===== src/rtl/nfbsa_div.sv =====
// Restoring divider, one quotient bit per cycle.
// Uses no package; divisor must be nonzero.
module nfbsa_div #(
  parameter int W = 13
) (
  input  logic         clk,
  input  logic         rst,
  input  logic         start,
  input  logic [W-1:0] dividend,
  input  logic [W-1:0] divisor,
  output logic         busy,
  output logic         done,
  output logic [W-1:0] quot,
  output logic [W-1:0] rem
);
  localparam int CW = $clog2(W + 1);

  logic [CW-1:0] cnt;
  logic [W-1:0]  dvd;
  logic [W-1:0]  dvs;
  logic [W:0]    trial;
  logic          fits;

  assign trial = {rem, dvd[W-1]};
  assign fits  = (trial >= {1'b0, dvs});

  always_ff @(posedge clk) begin
    if (rst) begin
      busy <= 1'b0;
      done <= 1'b0;
      cnt  <= '0;
    end else begin
      done <= 1'b0;
      if (start) begin
        busy <= 1'b1;
        cnt  <= CW'(W);
      end else if (busy) begin
        cnt <= cnt - 1'b1;
        if (cnt == CW'(1)) begin
          busy <= 1'b0;
          done <= 1'b1;
        end
      end
    end
  end

  // datapath, no reset
  always_ff @(posedge clk) begin
    if (start) begin
      dvd  <= dividend;
      dvs  <= divisor;
      rem  <= '0;
      quot <= '0;
    end else if (busy) begin
      dvd  <= {dvd[W-2:0], 1'b0};
      rem  <= fits ? W'(trial - {1'b0, dvs}) : trial[W-1:0];
      quot <= {quot[W-2:0], fits};
    end
  end

endmodule


===== config.mk =====
export PLATFORM = sky130hd
export DESIGN_NAME = nfbsa_div
export DESIGN_NICKNAME = d
export VERILOG_FILES = /design/src/rtl/nfbsa_div.sv
export SDC_FILE = /design/constraint.sdc
export NUM_CORES = 1
export LEC_CHECK = 0
export BUFFER_PORTS_ARGS = -buffer_cell sky130_fd_sc_hd__buf_4
export CAP_MARGIN = 20
export CORE_MARGIN = 4
export CORE_UTILIZATION = 59
export CTS_BUF_LIST = sky130_fd_sc_hd__clkbuf_16
export DETAILED_ROUTE_END_ITERATION = 10
export PLACE_DENSITY = 0.84
export SLEW_MARGIN = 10
export SYNTH_ARGS = -nofsm -noshare
export SYNTH_HDL_FRONTEND = slang
export SYNTH_SLANG_ARGS = --single-unit

===== constraint.sdc =====
create_clock -name clk -period 4.15 [get_ports clk]
set_clock_uncertainty 0.05 [all_clocks]
set_input_delay 0.415 -clock clk [delete_from_list [all_inputs] [get_ports clk]]
set_output_delay 0.415 -clock clk [all_outputs]
set_load 0.005 [all_outputs]

==> results.md <==
- Status: finished clean
- Max cap viols: 0
- Crit path DAT: 3.08 ns
- RSZ-0062 raised after global routing: no
- Area grow syn2layout: 23.38%
- Clock share of power: 0.436
- Endpoints failing setup: 0
- Syn nets: 335
- Vias in the first global route: 2329
- Area share of fa/ha/maj cells after synthesis: 0.06905
- Combinational Power Share: 0.178
- Int Power: 1.308 mW
- Xor and xnor area share after synthesis: 0.02621
- Leak pwr: 1.593 nW
- Avg Cell Area, Syn: 10.37 um^2
- Clock sink total: 58
- Synth warn: 0
- Largest family of logic cells by synthesized area: simple AND/OR/NAND/NOR gates
- Chip width: 79.40 um
- GRT overflow: 0
- Setup TNS: 0 ns
- Initial Utilization: 0.6244
- Max Fclk: 0.3450 GHz
- Synth cell types: 52
- Asr flop ratio synth: 0
- Std-Cell Rows: 25
- Top_reg_cell synth: dfxtp_1
- Worst setup EP type: flip-flop
- Most frequent cells in the layout: 56 x buf_4, 40 x nor2_1, 31 x dfxtp_1
- Die Area: 6304 um^2
- Nets: 386
- Final WL: 6274 um
- Iteration-0 DRC Markers: 114
- Clk Latency, worst-skew pair: 0.33 ns
- Remaining antenna violation count: 0
- Endpoints failing hold: 0
- Post-CTS Resized: 0
- Critical path launch point type: flip-flop
- Root Buffer: clkbuf_16
- Final min period: 2.899 ns
- Final cycle utilization of the critical path: 0.6985
- Post-layout instance area: 3711 um^2
- Clk buf depth: 2
- Worst EP required: 4.33 ns
- Worst R2R Setup Slack: 1.25 ns
- Largest net degree at the start of global routing: 63
- Flops & latches, synth: 58
- EDFF count, synth: 26
- Mapped cell area: 3008 um^2
- Vias/cell: 5.622
- DR pass1 iterations: 4
- Via count: 2322
- Diode count: 0
- Design Power: 1.766 mW
- Share of the yosys chip area belonging to registers: 0.4725
- Post-DP HPWL: 3996 um
- Commonest non-fill, non-tap cell in the layout: buf_4
- Fin. max-slew vios: 0
- Average wire per standard cell: 15.19 um
- Crit path max fanout: 13
- Initial antenna violation count: 0
- Register share of total power: 0.386
- Post-route DRC: 0
- Mux share of post-synthesis cell area: 0.08486
- # IOs: 57
- Post CTS Setup Buffer Count: 0
- CTS Buf Count: 9
- Pwr Density: 475.9 nW/um^2
- H-Tree Depth: 3
- First-pass GRT wire length: 10810 um
- Slew margin rel.: 0.3263
- Switching power: 0.4577 mW
- Die Y: 79.40 um
- Slew @ Worst Pin: 1.011 ns
- Post-cts hold buffer count: 0
- CTS tree: built
- Compound-Gate Fraction of Synth Area: 0.1427
- Sw Ratio: 0.2592
- Placed Area: 3401 um^2
- PortBufs: 56
- CP Class: reg -> reg
- Fraction of layout cells with a size suffix above 1: 0.2717
- Area share of and/or/nand/nor cells after synthesis: 0.1435
- Hold Crit Class: in -> reg
- Synthesized instance count: 290
- GRT Util Overall: 0.2220
- Clock-pin slew on the worst setup and hold paths: 0.05 ns
- IR drop worst, VDD: 0.3973 mV
- RD Place Congestion: 0.8703
- Core area: 4817 um^2
-- synthesized netlist by cell type (3+ instances only) --
library cell,count,area [um^2]
o31a_1,3,26.28
a211o_1,3,26.28
clkbuf_1,6,22.52
xor2_1,5,43.79
mux2i_1,12,120.1
mux2_2,12,135.1
inv_1,19,71.32
o31ai_1,3,22.52
buf_6,4,45.04
nand2_1,28,105.1
xnor2_1,4,35.03
buf_4,3,22.52
a311oi_1,10,87.58
o21ai_0,3,15.01
nor3_1,5,25.02
a21oi_1,10,50.05
nor2_1,40,150.1
o21bai_1,3,22.52
nand3_1,8,40.04
edfxtp_1,26,780.8
dfxtp_1,32,640.6
ha_1,15,187.7
-- flip-flops by register name, summed over array words and instances, names as in the netlist --
signal / flops
dvs: 13
quot: 13
busy: 1
cnt: 4
done: 1
rem: 13
dvd: 13
-- kinds of logic (layout without fill, tap and decap cells) --
kind of cell | Yosys count | count (layout)
AO/OA/AOI/OAI | 53 | 53
XOR/XNOR | 9 | 9
adder cells (fa/ha/maj) | 16 | 16
buffers and inverters | 35 | 91
flip-flops | 58 | 58
multiplexers | 24 | 24
AND/OR/NAND/NOR | 95 | 95
-- critical path, cell delays in order (launching register included) --
cell and delay, ns:
edfxtp_1 0.37, inv_1 0.07, ha_1 0.20, inv_1 0.07
fa_1 0.41, a21oi_1 0.23, o211ai_2 0.18, o21ba_2 0.31
o31a_1 0.51, nand2_1 0.11, a311oi_1 0.29
-- power by group through the flow --
stage	clock network [mW]	logic [mW]	registers, mW
global placement	0	0.300	0.691
detailed placement	0	0.307	0.692
finish	0.770	0.315	0.681
CTS	0.782	0.314	0.681
floorplan	0	0.240	0.676
global route	0.807	0.354	0.688
-- final timing paths --
kind	from	to	depth (start not counted)
max	dvd[12]$_DFFE_PP_	rem[11]$_SDFFE_PP0P_	10
max reg2reg	dvd[12]$_DFFE_PP_	rem[11]$_SDFFE_PP0P_	10
min reg2reg	cnt[1]$_SDFFE_PP0P_	cnt[1]$_SDFFE_PP0P_	2
min	divisor[12]	dvs[12]$_DFFE_PP_	1
-- per-layer routing --
metal  global-route usage  vias up  share of wire
met3              0.07223       10          0.060
met5                    0        -              0
met1               0.2608     1111           0.40
met4              0.08419        0          0.018
li1                     -     1141              -
met2               0.3771       60           0.52
-- layout make-up --
cell class | count | area (um^2)
repair buffers | 56 | 420.4
fillers | 355 | 1106
multi-input cells | 197 | 1403
well taps | 67 | 83.83
inverters | 19 | 71.32
flip-flops and latches | 58 | 1423
clock inverters | 7 | 85.08
clock buffers | 9 | 225.2
-- stage by stage --
stage / util / hold slack, ns / setup slack [ns] / std cells
after detailed placement: 0.7060 / 0.4522 / 1.262 / 397
after CTS: 0.7704 / 0.2012 / 1.243 / 413
after global routing: 0.7704 / 0.2074 / 0.9654 / 413
final: 0.7704 / 0.2125 / 1.251 / 413
after global placement: 0.7060 / 0.4258 / 1.367 / 397
after floorplan: - / 0.4188 / 1.684 / 290
No activity file was read; power rests on OpenSTA's default activity.
